[src/design/assert_macros.svh]
// Assertion helpers for the Modbus slave block
`ifndef ASSERT_MACROS_SVH
`define ASSERT_MACROS_SVH

// Check that a condition implies a second one in the same cycle
`define ASSERT_IMPL(lbl, clk, rst_n, a, b) \
  lbl: assert property (@(posedge clk) disable iff (!rst_n) (a) |-> (b)) \
    else $error("assertion failed");

// Check that a condition implies a second one in the next cycle
`define ASSERT_NEXT(lbl, clk, rst_n, a, b) \
  lbl: assert property (@(posedge clk) disable iff (!rst_n) (a) |=> (b)) \
    else $error("assertion failed");

`endif

[src/design/mbrtu_pkg.sv]
// ----------------------------------------------------------------------------
// mbrtu_pkg
// Shared types and constants of the Modbus RTU register slave.
// ----------------------------------------------------------------------------
`timescale 1ns / 1ps

package mbrtu_pkg;

  localparam logic [1:0] FUNC_RX_BYTE = 2'd0;
  localparam logic [1:0] FUNC_TICK    = 2'd1;
  localparam logic [1:0] FUNC_TX_SLOT = 2'd2;
  localparam logic [1:0] FUNC_ANALOG  = 2'd3;

  localparam logic [1:0] CFG_SLAVE_ADDR = 2'd0;
  localparam logic [1:0] CFG_WE_ZERO    = 2'd1;
  localparam logic [1:0] CFG_WE_ONE     = 2'd2;
  localparam logic [1:0] CFG_GAP        = 2'd3;

  localparam logic [7:0]  MB_FN_READ  = 8'd3;
  localparam logic [7:0]  MB_FN_WRITE = 8'd16;
  localparam logic [15:0] CRC_INIT    = 16'hFFFF;
  localparam logic [15:0] CRC_POLY    = 16'hA001;
  localparam logic [15:0] UNMAPPED    = 16'hFFFF;

  typedef struct packed {
    logic [1:0]  func;
    logic [7:0]  rx_byte;
    logic [2:0]  analog_index;
    logic [15:0] analog_value;
  } in_item_t;

  typedef struct packed {
    logic        event_res;
    logic [7:0]  tx_byte;
    logic        last_byte;
    logic [15:0] dac_zero_value;
    logic [15:0] dac_one_value;
  } out_item_t;

  // Start strobe and data byte from sequencer to CRC unit
  typedef struct packed {
    logic       start;
    logic [7:0] data;
  } crc_req_t;

endpackage

[src/design/mbrtu_if.sv]
// ----------------------------------------------------------------------------
// mbrtu_in_if / mbrtu_out_if
// Valid/ready channels carrying input and result items.
// ----------------------------------------------------------------------------
`timescale 1ns / 1ps

interface mbrtu_in_if;
  logic               valid;
  logic               ready;
  mbrtu_pkg::in_item_t data;
  modport source (output valid, output data, input ready);
  modport sink   (input valid, input data, output ready);
endinterface

interface mbrtu_out_if;
  logic                valid;
  logic                ready;
  mbrtu_pkg::out_item_t data;
  modport source (output valid, output data, input ready);
  modport sink   (input valid, input data, output ready);
endinterface

[src/design/mbrtu_crc.sv]
// ----------------------------------------------------------------------------
// mbrtu_crc
// Bit-serial CRC-16 unit: one shift of the reflected polynomial per cycle unless init or start comes.
// ----------------------------------------------------------------------------
`timescale 1ns / 1ps

module mbrtu_crc (
  input  logic                clk_i,
  input  logic                rst_ni,
  input  mbrtu_pkg::crc_req_t req_i,
  input  logic                init_i,
  output logic                busy_o,
  output logic [15:0]         crc_o
);

  logic [15:0] crc_q, crc_d;
  logic [3:0]  cnt_q, cnt_d;

  // Load the seed on init; on start fold the byte in, then shift eight times
  always_comb begin
    crc_d = crc_q;
    cnt_d = cnt_q;
    if (init_i) begin
      crc_d = mbrtu_pkg::CRC_INIT;
      cnt_d = 4'd0;
    end else if (req_i.start) begin
      crc_d = crc_q ^ {8'd0, req_i.data};
      cnt_d = 4'd8;
    end else if (cnt_q != 4'd0) begin
      crc_d = crc_q[0] ? ((crc_q >> 1) ^ mbrtu_pkg::CRC_POLY) : (crc_q >> 1);
      cnt_d = cnt_q - 4'd1;
    end
  end

  always_ff @(posedge clk_i or negedge rst_ni) begin
    if (!rst_ni) begin
      crc_q <= mbrtu_pkg::CRC_INIT;
      cnt_q <= 4'd0;
    end else begin
      crc_q <= crc_d;
      cnt_q <= cnt_d;
    end
  end

  assign busy_o = (cnt_q != 4'd0);
  assign crc_o  = crc_q;

endmodule

[src/design/modbus_rtu_register_slave_top.sv]
// ----------------------------------------------------------------------------
// modbus_rtu_register_slave_top
// Modbus RTU slave: frame store, CRC check, register read and DAC write.
// ----------------------------------------------------------------------------
// Channel  | Dir | Payload
// in_ch    | in  | func, rx_byte, analog_index, analog_value
// out_ch   | out | event_res, tx_byte, last_byte, dac_zero_value, dac_one_value
// cfg      | in  | cfg_we_i, cfg_idx_i, cfg_data_i
//
// A received byte and a transmitted frame byte wait on the bit-serial CRC unit;
// CRC bytes, the end event, ticks and analog updates do not feed it. Frame end
// walks the frame buffer through its single port, for a read and for a write.
// Reset clears all control state; the frame buffer is not cleared. The input
// is not ready while an item is in work or a result waits on the output.
`timescale 1ns / 1ps
`include "assert_macros.svh"

module modbus_rtu_register_slave_top #(
  parameter int BUFFER_DEPTH  = 128,
  parameter int MAX_READ_REGS = 32
) (
  input  logic        clk_i,
  input  logic        rst_ni,
  mbrtu_in_if.sink    in_ch,
  mbrtu_out_if.source out_ch,
  input  logic        cfg_we_i,
  input  logic [1:0]  cfg_idx_i,
  input  logic [7:0]  cfg_data_i
);

  localparam int AW = $clog2(BUFFER_DEPTH);
  localparam int PW = 10;

  typedef enum logic [4:0] {
    S_IDLE, S_RX_CRC, S_TICK, S_FE_RD0, S_FE_RD1, S_FE_RD2, S_FE_RD3, S_FE_RD5,
    S_FE_DEC, S_RD_HI, S_RD_LO, S_WR_RHI, S_WR_RLO, S_WR_APPLY, S_TX_FIRST,
    S_TX_RD, S_TX_CRC, S_OUT
  } state_e;

  state_e          state_q;
  logic [1:0]      phase_q;   // 0 idle, 1 rx, 2 tx
  logic [PW-1:0]   pos_q;
  logic [PW-1:0]   rlen_q;
  logic [7:0]      gap_q;
  logic [7:0]      addr_cfg_q, we0_q, we1_q, gap_cfg_q;
  logic [15:0]     ana_q [8];
  logic [15:0]     dac_q [2];
  logic [7:0]      mem [BUFFER_DEPTH];
  logic [7:0]      rdat_q;
  logic [7:0]      fn_q, cnt_q, b0_q, hi_q;
  logic [15:0]     adr_q;
  logic [7:0]      j_q;
  logic [PW-1:0]   ptr_q;
  logic            crc_ok_q;
  mbrtu_pkg::out_item_t res_q;
  logic            res_v_q;

  // Shared buffer port, driven from the sequencer
  logic            m_we;
  logic [PW-1:0]   m_addr;
  logic [7:0]      m_wdat;
  mbrtu_pkg::crc_req_t crc_req;
  logic            crc_init, crc_busy;
  logic [15:0]     crc_val;
  logic [15:0]     map_v;
  logic [15:0]     cur_adr;

  mbrtu_crc u_crc (
    .clk_i (clk_i), .rst_ni(rst_ni), .req_i(crc_req), .init_i(crc_init),
    .busy_o(crc_busy), .crc_o(crc_val)
  );

  function automatic logic in_buf(input logic [PW-1:0] a);
    return a < PW'(BUFFER_DEPTH);
  endfunction

  // Buffer memory with registered read; out-of-range reads give zero
  always_ff @(posedge clk_i) begin
    if (m_we && in_buf(m_addr)) mem[AW'(m_addr)] <= m_wdat;
    rdat_q <= in_buf(m_addr) ? mem[AW'(m_addr)] : 8'd0;
  end

  // Register map read
  assign cur_adr = adr_q + {8'd0, j_q};
  always_comb begin
    if (cur_adr <= 16'd3)       map_v = ana_q[cur_adr[1:0]];
    else if (cur_adr <= 16'd5)  map_v = dac_q[cur_adr[0]];
    else if (cur_adr == 16'd6)  map_v = {8'd0, we0_q};
    else if (cur_adr == 16'd7)  map_v = {8'd0, we1_q};
    else if (cur_adr <= 16'd11) map_v = ana_q[cur_adr[2:0] - 3'd4];
    else                        map_v = mbrtu_pkg::UNMAPPED;
  end

  // Sequencer combinational controls for memory and CRC
  always_comb begin
    m_we = 1'b0; m_addr = ptr_q; m_wdat = 8'd0;
    crc_req = '0; crc_init = 1'b0;
    unique case (state_q)
      S_IDLE: begin
        if (in_ch.valid && in_ch.ready && in_ch.data.func == mbrtu_pkg::FUNC_RX_BYTE
            && phase_q != 2'd2 && in_buf(pos_q)) begin
          m_we = 1'b1; m_addr = pos_q; m_wdat = in_ch.data.rx_byte;
          crc_req.start = 1'b1; crc_req.data = in_ch.data.rx_byte;
        end
      end
      S_FE_DEC: begin
        crc_init = 1'b1;
        // Store the byte count only for an accepted read
        if (fn_q == mbrtu_pkg::MB_FN_READ && b0_q == addr_cfg_q && crc_ok_q
            && rdat_q <= 8'(MAX_READ_REGS)) begin
          m_we = 1'b1; m_addr = PW'(2); m_wdat = {rdat_q[6:0], 1'b0};
        end
      end
      S_RD_HI: begin
        m_we = 1'b1; m_addr = ptr_q; m_wdat = map_v[15:8];
      end
      S_RD_LO: begin
        m_we = 1'b1; m_addr = ptr_q; m_wdat = map_v[7:0];
      end
      S_TX_FIRST: begin
        crc_req.start = 1'b1; crc_req.data = b0_q;
      end
      S_TX_CRC: begin
        crc_req.start = 1'b1; crc_req.data = rdat_q;
      end
      S_OUT: begin
        if (res_q.event_res) crc_init = 1'b1;
      end
      default: ;
    endcase
  end

  assign in_ch.ready  = (state_q == S_IDLE) && !res_v_q;
  assign out_ch.valid = res_v_q;
  assign out_ch.data  = res_q;

  // Sequencer state and registered outputs
  always_ff @(posedge clk_i or negedge rst_ni) begin
    if (!rst_ni) begin
      state_q <= S_IDLE; phase_q <= 2'd0; pos_q <= '0; rlen_q <= '0;
      gap_q <= 8'd0; addr_cfg_q <= 8'd1; we0_q <= 8'd0; we1_q <= 8'd0;
      gap_cfg_q <= 8'd90; res_v_q <= 1'b0;
      for (int i = 0; i < 8; i++) ana_q[i] <= 16'd0;
      dac_q[0] <= 16'd0; dac_q[1] <= 16'd0;
      ptr_q <= '0; j_q <= 8'd0; crc_ok_q <= 1'b0;
      fn_q <= 8'd0; cnt_q <= 8'd0; b0_q <= 8'd0; hi_q <= 8'd0; adr_q <= 16'd0;
      res_q <= '0;
    end else begin
      if (cfg_we_i) begin
        unique case (cfg_idx_i)
          mbrtu_pkg::CFG_SLAVE_ADDR: addr_cfg_q <= cfg_data_i;
          mbrtu_pkg::CFG_WE_ZERO:    we0_q      <= cfg_data_i;
          mbrtu_pkg::CFG_WE_ONE:     we1_q      <= cfg_data_i;
          mbrtu_pkg::CFG_GAP:        gap_cfg_q  <= cfg_data_i;
        endcase
      end
      if (out_ch.valid && out_ch.ready) res_v_q <= 1'b0;
      unique case (state_q)
        S_IDLE: begin
          if (in_ch.valid && in_ch.ready) begin
            unique case (in_ch.data.func)
              mbrtu_pkg::FUNC_RX_BYTE: begin
                if (phase_q != 2'd2) begin
                  phase_q <= 2'd1; gap_q <= 8'd0;
                  if (in_buf(pos_q)) begin
                    pos_q <= pos_q + 1'b1; state_q <= S_RX_CRC;
                  end
                end
              end
              mbrtu_pkg::FUNC_TICK: state_q <= S_TICK;
              mbrtu_pkg::FUNC_TX_SLOT: begin
                if (phase_q == 2'd2) begin
                  pos_q <= pos_q + 1'b1; ptr_q <= pos_q + 1'b1;
                  state_q <= S_TX_RD;
                end
              end
              mbrtu_pkg::FUNC_ANALOG: ana_q[in_ch.data.analog_index] <= in_ch.data.analog_value;
            endcase
          end
        end
        S_RX_CRC: if (!crc_busy) state_q <= S_IDLE;
        S_TICK: begin
          state_q <= S_IDLE;
          if (phase_q == 2'd1) begin
            if ((gap_q == 8'hFF ? gap_q : gap_q + 8'd1) >= gap_cfg_q) begin
              crc_ok_q <= (crc_val == 16'd0);
              ptr_q <= PW'(0); state_q <= S_FE_RD0;
              phase_q <= 2'd0; gap_q <= 8'd0; pos_q <= '0;
            end else if (gap_q != 8'hFF) gap_q <= gap_q + 8'd1;
          end
        end
        S_FE_RD0: begin ptr_q <= PW'(1); state_q <= S_FE_RD1; end
        S_FE_RD1: begin b0_q <= rdat_q; ptr_q <= PW'(2); state_q <= S_FE_RD2; end
        S_FE_RD2: begin fn_q <= rdat_q; ptr_q <= PW'(3); state_q <= S_FE_RD3; end
        S_FE_RD3: begin adr_q[15:8] <= rdat_q; ptr_q <= PW'(5); state_q <= S_FE_RD5; end
        S_FE_RD5: begin adr_q[7:0] <= rdat_q; state_q <= S_FE_DEC; end
        S_FE_DEC: begin
          cnt_q <= rdat_q; j_q <= 8'd0;
          if (b0_q != addr_cfg_q || !crc_ok_q) state_q <= S_IDLE;
          else if (fn_q == mbrtu_pkg::MB_FN_READ) begin
            if (rdat_q > 8'(MAX_READ_REGS)) state_q <= S_IDLE;
            else begin
              ptr_q <= PW'(3); rlen_q <= PW'(3) + PW'({rdat_q, 1'b0});
              state_q <= (rdat_q == 8'd0) ? S_TX_FIRST : S_RD_HI;
            end
          end else if (fn_q == mbrtu_pkg::MB_FN_WRITE) begin
            ptr_q <= PW'(7); rlen_q <= PW'(6);
            state_q <= (rdat_q == 8'd0) ? S_TX_FIRST : S_WR_RHI;
          end else state_q <= S_IDLE;
        end
        S_RD_HI: begin ptr_q <= ptr_q + 1'b1; state_q <= S_RD_LO; end
        S_RD_LO: begin
          ptr_q <= ptr_q + 1'b1; j_q <= j_q + 8'd1;
          state_q <= (j_q + 8'd1 == cnt_q) ? S_TX_FIRST : S_RD_HI;
        end
        S_WR_RHI: begin ptr_q <= ptr_q + 1'b1; state_q <= S_WR_RLO; end
        S_WR_RLO: begin hi_q <= rdat_q; ptr_q <= ptr_q + 1'b1; state_q <= S_WR_APPLY; end
        S_WR_APPLY: begin
          if (cur_adr == 16'd4 && we0_q != 8'd0) dac_q[0] <= {hi_q, rdat_q};
          if (cur_adr == 16'd5 && we1_q != 8'd0) dac_q[1] <= {hi_q, rdat_q};
          j_q <= j_q + 8'd1;
          state_q <= (j_q + 8'd1 == cnt_q) ? S_TX_FIRST : S_WR_RHI;
        end
        S_TX_FIRST: begin
          phase_q <= 2'd2;
          res_q <= '{1'b0, b0_q, 1'b0, dac_q[0], dac_q[1]};
          state_q <= S_OUT;
        end
        S_TX_RD: begin
          if (pos_q < rlen_q) state_q <= S_TX_CRC;
          else begin
            if (pos_q == rlen_q)
              res_q <= '{1'b0, crc_val[7:0], 1'b0, dac_q[0], dac_q[1]};
            else if (pos_q == rlen_q + 1'b1)
              res_q <= '{1'b0, crc_val[15:8], 1'b1, dac_q[0], dac_q[1]};
            else begin
              res_q <= '{1'b1, 8'd0, 1'b0, dac_q[0], dac_q[1]};
              pos_q <= '0; phase_q <= 2'd0;
            end
            state_q <= S_OUT;
          end
        end
        S_TX_CRC: begin
          res_q <= '{1'b0, rdat_q, 1'b0, dac_q[0], dac_q[1]};
          state_q <= S_OUT;
        end
        S_OUT: begin
          if (!crc_busy) begin res_v_q <= 1'b1; state_q <= S_IDLE; end
        end
        default: state_q <= S_IDLE;
      endcase
    end
  end

  // Checks
  `ASSERT_IMPL(a_ready_idle, clk_i, rst_ni, in_ch.ready, state_q == S_IDLE)
  `ASSERT_IMPL(a_no_tx_rx, clk_i, rst_ni, state_q == S_RX_CRC, phase_q == 2'd1)
  `ASSERT_NEXT(a_out_set, clk_i, rst_ni, state_q == S_OUT && !crc_busy, res_v_q)

endmodule
[src/flat_wrapper.sv]
// flat-port wrapper written by rule: the top's interface ports become plain ports
module modbus_rtu_register_slave_top_flat 
#(
  parameter int BUFFER_DEPTH  = 128,
  parameter int MAX_READ_REGS = 32
)
  (clk_i, rst_ni, cfg_we_i, cfg_idx_i, cfg_data_i, in_ch_valid, in_ch_data, in_ch_ready, out_ch_valid, out_ch_data, out_ch_ready);
  mbrtu_in_if in_ch_i ();
  mbrtu_out_if out_ch_i ();
  input  logic clk_i;
  input  logic rst_ni;
  input  logic cfg_we_i;
  input  logic [1:0] cfg_idx_i;
  input  logic [7:0] cfg_data_i;
  input wire logic [$bits(in_ch_i.valid)-1:0] in_ch_valid;
  input wire logic [$bits(in_ch_i.data)-1:0] in_ch_data;
  output wire logic [$bits(in_ch_i.ready)-1:0] in_ch_ready;
  output wire logic [$bits(out_ch_i.valid)-1:0] out_ch_valid;
  output wire logic [$bits(out_ch_i.data)-1:0] out_ch_data;
  input wire logic [$bits(out_ch_i.ready)-1:0] out_ch_ready;
  assign in_ch_i.valid = in_ch_valid;
  assign in_ch_i.data = in_ch_data;
  assign in_ch_ready = in_ch_i.ready;
  assign out_ch_valid = out_ch_i.valid;
  assign out_ch_data = out_ch_i.data;
  assign out_ch_i.ready = out_ch_ready;
  modbus_rtu_register_slave_top #(.BUFFER_DEPTH(BUFFER_DEPTH), .MAX_READ_REGS(MAX_READ_REGS)) u_core (.clk_i(clk_i), .rst_ni(rst_ni), .in_ch(in_ch_i), .out_ch(out_ch_i), .cfg_we_i(cfg_we_i), .cfg_idx_i(cfg_idx_i), .cfg_data_i(cfg_data_i));
endmodule
[config.mk]
export PLATFORM = sky130hd
export DESIGN_NAME = modbus_rtu_register_slave_top_flat
export DESIGN_NICKNAME = d
export VERILOG_FILES = /design/src/design/mbrtu_pkg.sv /design/src/design/mbrtu_if.sv /design/src/design/mbrtu_crc.sv /design/src/design/modbus_rtu_register_slave_top.sv /design/src/flat_wrapper.sv
export VERILOG_INCLUDE_DIRS = /design/src /design/src/design
export SDC_FILE = /design/constraint.sdc
export NUM_CORES = 2
export LEC_CHECK = 0
export BUFFER_PORTS_ARGS = -buffer_cell sky130_fd_sc_hd__buf_2
export CORE_MARGIN = 2
export CORE_UTILIZATION = 45
export DETAILED_ROUTE_END_ITERATION = 10
export PLACE_DENSITY_LB_ADDON = 0.25
export SYNTH_ARGS = -nofsm -noshare
export SYNTH_HDL_FRONTEND = slang
export SYNTH_HIERARCHICAL = 1
export SYNTH_SLANG_ARGS = --single-unit
[constraint.sdc]
create_clock -name clk_i -period 16.01 [get_ports clk_i]
set_clock_uncertainty 0.15 [all_clocks]
set_input_delay 1.601 -clock clk_i [delete_from_list [all_inputs] [get_ports clk_i]]
set_output_delay 1.601 -clock clk_i [all_outputs]
set_load 0.02 [all_outputs]
# Yosys cells after proc, flatten, opt, wreduce, memory -nomap -nowiden
# Memory sizes are Yosys's and may differ from the RTL's. A register that Yosys moved wholly into a read port is not among the register bits.
# Index checks and enable logic that the tools add are counted.
word_totals:
  regBits: 357
  mem_bits_rw: 1024
  out_inout_bits: 44
  elab_cells: 283
  n_memories: 1
mem_list:
  columns: ["name", "words", "width", "rd", "rd_ports_with_merged_regs", "wr", "line_no", "text"]
  rows:
  - ["u_core.mem", 128, 8, 1, 1, 1, "modbus_rtu_register_slave_top.sv:48", "logic [7:0] mem [BUFFER_DEPTH];"]
classes:
  add_sub_neg: 9
  n_lt_le_gt_ge: 14
  n_eq_ne: 60
  n_mux: 103
  bitwise_logic: 7
  n_reduce_logical: 53
ops:
  columns: ["op", "n"]
  rows:
  - ["16-bit 2-to-1 mux", 17]
  - ["10-bit 2-to-1 mux", 20]
  - ["128-bit bitwise mux", 1]
  - ["42-bit 2-to-1 mux", 3]
  - ["42-bit case mux with 3 select lines", 1]
  - ["16-bit binary-select mux with 3-bit select", 2]
  - ["10-bit case mux with 8 select lines", 1]
  - ["5-bit case mux with 16 select lines", 1]
  - ["8-bit 2-to-1 mux", 9]
  - ["16-bit by 3-bit == test with 1-bit output (second input constant)", 4]
  - ["5-bit 2-to-1 mux", 10]
  - ["16-bit demux with 3-bit select", 1]
  - ["5-bit by 4-bit == test with 1-bit output (second input constant)", 8]
  - ["10-bit case mux with 2 select lines", 2]
  - ["8-bit case mux with 2 select lines", 2]
  - ["8-bit case mux with 4 select lines", 1]
  - ["10-bit by 1-bit adder with 10-bit output (second input constant)", 3]
  - ["10-bit case mux with 3 select lines", 1]
  - ["9-bit case mux with 3 select lines", 1]
  - ["8-bit nonzero test", 3]
  - ["10-bit == test", 2]
  - ["5-bit by 3-bit == test with 1-bit output (second input constant)", 4]
  - ["10-bit by 8-bit less-than comparator with 1-bit output (second input constant)", 2]
  - ["2-bit 2-to-1 mux", 9]
  - ["other kinds (64)", 138]

# Logic depth before layout (Yosys ltp)
depth:
  depth_word: 12
  depth_mapped: 18
  ltp_nobuf: 16

# Modules after synthesis
# The synthesis kept the hierarchy.
by_module_without_submodules:
  columns: ["module", "n_inst", "cells_per_inst", "area_per_inst_um2", "seq_area_each_um2"]
  rows:
  - ["modbus_rtu_register_slave_top", 1, 3841, 56868.3, 39349.0]
  - ["mbrtu_crc", 1, 96, 1048.5, 520.5]

# Worst setup path after synthesis
# No wires, ideal clock.
synth_path:
  path_type: "register to register"
  from: "register u_core.j_q[0]"
  to: "memory u_core.mem[0][5] (data pin)"
  arrival_time_ns: 5.774
  t_required_ns: 15.004
  setup_slack_ns: 9.231
  path_stages_with_launch: 14
  n_path_buf: 0
  path_cell_list: "dfrtp_1 -> ha_1 -> inv_1 -> fa_1 -> nor2b_1 -> o21a_1 -> o21ai_1 -> a21boi_1 -> o211ai_1 -> mux2i_1 -> a2111oi_4 -> nand3_2 -> a311oi_1 -> o21bai_1"
synth_between:
  elab_chain_len: 12
  elab_cells_between_ends: 25
  cone_classes: "add/sub (2); order compare (3); eq/ne (2); mux (15); bitwise (3)"
synth_lines:
  columns: ["item", "line_no", "text"]
  rows:
  - ["from (decl)", "modbus_rtu_register_slave_top.sv:52", "logic [7:0] j_q;"]
  - ["from (signal assigned)", "modbus_rtu_register_slave_top.sv:213", "ptr_q <= ptr_q + 1'b1; j_q <= j_q + 8'd1;"]
  - ["from (signal assigned)", "modbus_rtu_register_slave_top.sv:221", "j_q <= j_q + 8'd1;"]
  - ["16-bit by 8-bit adder with 16-bit output *", "modbus_rtu_register_slave_top.sv:84", "assign cur_adr = adr_q + {8'd0, j_q};"]
  - ["3-bit subtractor", "modbus_rtu_register_slave_top.sv:90", "else if (cur_adr <= 16'd11) map_v = ana_q[cur_adr[2:0] - 3'd4];"]
  - ["3-bit NOT with 4-bit output (implied by the code)", "modbus_rtu_register_slave_top.sv:90", null]
  - ["16-bit binary-select mux with 3-bit select", "modbus_rtu_register_slave_top.sv:90", null]
  - ["16-bit 2-to-1 mux (implied by the code) (2 in a row)", "modbus_rtu_register_slave_top.sv:90", null]
  - ["16-bit 2-to-1 mux", "modbus_rtu_register_slave_top.sv:90", null]
  - ["16-bit 2-to-1 mux", "modbus_rtu_register_slave_top.sv:89", "else if (cur_adr == 16'd7) map_v = {8'd0, we1_q};"]
  - ["16-bit 2-to-1 mux", "modbus_rtu_register_slave_top.sv:88", "else if (cur_adr == 16'd6) map_v = {8'd0, we0_q};"]
  - ["16-bit 2-to-1 mux", "modbus_rtu_register_slave_top.sv:87", "else if (cur_adr <= 16'd5) map_v = dac_q[cur_adr[0]];"]
  - ["16-bit 2-to-1 mux *", "modbus_rtu_register_slave_top.sv:86", "if (cur_adr <= 16'd3) map_v = ana_q[cur_adr[1:0]];"]
  - ["8-bit case mux with 4 select lines *", "modbus_rtu_register_slave_top.sv:98", "unique case (state_q)"]
  - ["named net u_core.m_wdat[5]", "modbus_rtu_register_slave_top.sv:61", "logic [7:0] m_wdat;"]
  - ["to (decl)", "modbus_rtu_register_slave_top.sv:48", null]
# Mark *: on every way through the listed nets, which the timed path passes. The rest lies on a longest branch. The select of a mux whose other input is x is not followed.

# Worst setup path in the final report
layout_path:
  from: "input port in_ch_valid"
  to: "memory u_core.mem[119][0] (enable)"
layout_between:
  elab_chain_len: 10
  elab_cells_between_ends: 12
  cone_classes: "order compare (1); mux (6); reduce/logical (5)"
layout_lines:
  columns: ["item", "line_no", "text"]
  rows:
  - ["from (decl)", "flat_wrapper.sv:15", "input wire logic [$bits(in_ch_i.valid)-1:0] in_ch_valid;"]
  - ["1-bit logical AND * (2 in a row)", "modbus_rtu_register_slave_top.sv:100", "if (in_ch.valid && in_ch.ready && in_ch.data.func == mbrtu_pkg::FUNC_RX_BYTE"]
  - ["1-bit logical AND * (2 in a row)", "modbus_rtu_register_slave_top.sv:101", "&& phase_q != 2'd2 && in_buf(pos_q)) begin"]
  - ["10-bit 2-to-1 mux", "modbus_rtu_register_slave_top.sv:100", null]
  - ["10-bit case mux with 2 select lines", "modbus_rtu_register_slave_top.sv:98", null]
  - ["10-bit by 8-bit less-than comparator with 1-bit output", "modbus_rtu_register_slave_top.sv:74", "return a < PW'(BUFFER_DEPTH);"]
  - ["1-bit logical AND", "modbus_rtu_register_slave_top.sv:79", "if (m_we && in_buf(m_addr)) mem[AW'(m_addr)] <= m_wdat;"]
  - ["1-bit 2-to-1 mux", "modbus_rtu_register_slave_top.sv:79", null]
  - ["1-bit 2-to-1 mux (implied by the code)", "modbus_rtu_register_slave_top.sv:79", null]
# Mark *: on every way between the ends. The rest lies on a longest branch, timed or not.

==> flow_summary_export.csv <==
group,metric,value,unit
logic_synthesis,yosysSeqAreaShare,68.8,%
floorplanning,die-height,363,µm
cts,cts-resized-gates,0,
cts,cts_setup_buffers,0,
routing,viasPerCell,6.32,
floorplanning,fp.coreArea,128000,µm²
critical_path,worst_path_most_repeated_cell,"buf_4",
global_routing,grt_max_degree,176,
final_layout,fin_nets,4121,
sta,layout_min_cycle_time,6.85,ns
logic_synthesis,synth_ff_type,"edfxtp_1",
final_layout,layout_common_cells,"edfxtp_1, dfrtp_1, mux2_2, nand2_1, nor2_1",
routing,antenna_left,0,
global_routing,grt_pass1_vias,35500,
sta,tightest_slew,1.37,ns
sta,period_share,42.8,%
logic_synthesis,async_flop_share,25.7,%
sta,hold_violations,0,
power,powerDensity,173,nW/µm²
final_layout,syn2layout_area_growth,12.7,%
sta,drv_slew,0,
logic_synthesis,synth-edff-count,1024,
placed_design,dp_worst_setup_slack,8.54,ns
routing,wirelength,165000,µm
floorplanning,die_w,363,µm
logic_synthesis,ys_types,96,
sta,grt_setup_unrepaired,"no",
status,status,"complete, no violations",
cts,path_clk_slew,0.06,ns
critical_path,cpMaxStageDelayCell,"nand2_1",
sta,setup_tns,0,ns
sta,relSlewSlack,7.80,%
logic_synthesis,synth_area_leaders,"edfxtp_1, dfrtp_1, mux2_2, a22oi_1, nand2_1",
floorplanning,start_util,45.4,%
floorplanning,num_rows,131,
logic_synthesis,synth_top_area_share,53.1,%
routing,firstDrtPassIters,7,
routing,route.detailed.drc,0,
logic_synthesis,syn_area,57900,µm²
final_layout,multi_input_area,17100,µm²
global_routing,grt_overflow,0,
routing,drt_iter0_drc,5056,
sta,fin_ws,9.16,ns
logic_synthesis,ys_ff_latch,1389,
final_layout,mostFrequentLayoutCell,"edfxtp_1",
placed_design,io_buffers,87,
cts,root_buffer,"clkbuf_16",
critical_path,worstPathCellList,"buf_2 -> nor3b_1 -> and2_0 -> nand2_1 -> mux2i_2 -> buf_4 -> nor4b_4 -> buf_4 -> buf_4 -> nand2_1 -> nor2_1",
critical_path,r2r_slack,9.23,ns
placed_design,gp_congestion,0.874,
cts,clockBufferDepth,3,
critical_path,end_kind,"register",
job,maxCapViolCount,0,
routing,wire_per_inst,28.4,µm
cts,ctsHoldBuffers,0,
power,p_leak,23.7,nW
cts,htreeDepth,4,
cts,cts_tree,"done",
logic_synthesis,syn-num-nets,4021,
logic_synthesis,synth.largest_area_cell,"edfxtp_1",
placed_design,dpl.hpwl,102000,µm
critical_path,start_kind,"primary input",
sta,fmax,146,MHz
cts,numCtsBuffers,146,
final_layout,fillCellCount,10600,
cts,cts_sinks,1389,
critical_path,slowest_delay,0.93,ns
logic_synthesis,ys_warn_count,6,
floorplanning,dieArea,132000,µm²
logic_synthesis,synthCells,3937,
final_layout,seqCellArea,39900,µm²
cts,clk_latency,0.79,ns
critical_path,worst_ep_arrival_time,7.10,ns
power,vdd_drop_max,0.000111,V
global_routing,grt_antenna_before_repair,4,
critical_path,crit_type,"in -> reg",
worst_hold_path,holdCritPathClass,"reg -> reg",
sta,setup_viol,0,
critical_path,path_max_fanout,64,
floorplanning,ioPinCount,88,
logic_synthesis,avgSynthCellArea,14.7,µm²
global_routing,grt_pass1_wl,243000,µm
routing,vias,36800,
global_routing,grt_use_total,25.0,%
critical_path,crit_required,16.26,ns
final_layout,drive_above_1_share,20.1,%
==> metrics by stage <==
stage | hold slack, ns | std cells | power (mW) | cell area [µm²] | util (%)
final | 0.327 | 5819 | 11.3 | 65200 | 51.1
after global routing | 0.345 | 5819 | 11.7 | 65200 | 51.1
after CTS | 0.328 | 5818 | 11.3 | 65200 | 51.1
after detailed placement | 0.315 | 5551 | 7.89 | 60400 | 47.3
after global placement | 0.305 | 5551 | 7.86 | 60400 | 47.3
after floorplan | 0.314 | 3937 | 6.61 | 57900 | -
==> cells by family (layout without fill, tap and decap cells) <==
kind of cell | Yosys count | in the layout | synth area share [%]
xor gates and xnor gates | 65 | 65 | 0.983
AOI/OAI and AO/OA | 940 | 940 | 11.7
DFF | 1389 | 1389 | 68.8
and+or+nand+nor | 784 | 784 | 6.56
adders and majority gates | 40 | 40 | 0.877
buffers and inverters | 284 | 503 | 2.08
muxes | 435 | 435 | 9.00
other | 0 | 1 | 0
==> worst max-delay path, delay by kind of cell <==
family | cells | cell delay, ns
buffers and inverters | 4 | 1.64
multiplexers | 1 | 0.26
AND/OR/NAND/NOR | 6 | 3.54
==> layer usage <==
layer | global-route usage [%] | routed length, µm | part of all wire, % | up-vias
li1 | - | - | - | 15700
met1 | 35.5 | 69000 | 42 | 18900
met2 | 38.8 | 76200 | 46 | 1879
met3 | 4.63 | 15000 | 9.1 | 314
met4 | 8.31 | 5120 | 3.1 | 2
met5 | 0 | 13 | 0.0079 | -
==> registers in the layout (all words and copies together) (netlist names), 16 cells and up <==
signal,flops
u_core/adr_q,16
u_core/ana_q,128
u_core/out_ch.data,42
u_core/mem,1024
u_core/dac_q,32
u_core/u_crc/crc_o,16
==> cells in the mapped netlist (9+ instances only) <==
library cell and number:
edfxtp_1 1024, dfrtp_1 336, mux2_2 335, nand2_1 237, nor2_1 225, a22oi_1 207
clkbuf_1 139, o21ai_0 135, a21oi_1 121, a31oi_1 87, a221oi_1 74, nand3_1 70
buf_2 58, a222oi_1 56, inv_1 53, and3_1 52, mux2i_1 46, a22o_1 44
ha_1 39, xnor2_1 38, mux4_2 33, nor3_1 33, a21o_1 27, nor2b_1 27
xor2_1 27, o22ai_1 25, nand4_1 24, dfstp_2 21, or4_1 21, mux2_1 20
nand2b_1 20, buf_1 19, o31ai_1 19, a41oi_1 18, and2_1 15, o41ai_1 15
a211oi_1 13, o21a_1 13, a21boi_0 12, nor4_1 10, o211ai_1 9
==> path summary, 6_finish.rpt <==
kind / start / end / cells past startpoint
max: in_ch_valid / u_core/mem[119][0] / 11
min: u_core/out_ch.data[40] / u_core/out_ch.data[40] / 2
max reg2reg: u_core/state_q[4] / u_core/mem[119][0] / 10
min reg2reg: u_core/out_ch.data[40] / u_core/out_ch.data[40] / 2
max in group asynchronous: rst_ni / u_core/rlen_q[9] / 2
min in group asynchronous: rst_ni / u_core/out_ch.data[30] / 1
==> cell type report <==
class | count | area share (%)
clock buffer | 200 | 6.29
antenna | 1 | 0.00384
sequential | 1389 | 61.1
tap | 1662 | 3.19
timing repair buffer | 181 | 1.78
multi-input combinational | 2264 | 26.2
clock inverter | 67 | 1.13
inverter | 55 | 0.316
==> power by group <==
part | switching (mW) | leakage [nW] | total (mW) | internal [mW]
clock network | 1.42 | 2.34 | 3.42 | 2.00
registers | 0.202 | 14.4 | 4.48 | 4.28
logic | 2.29 | 7.03 | 3.40 | 1.12
total | 3.91 | 23.7 | 11.3 | 7.39
No activity file was read; power rests on OpenSTA's default activity.
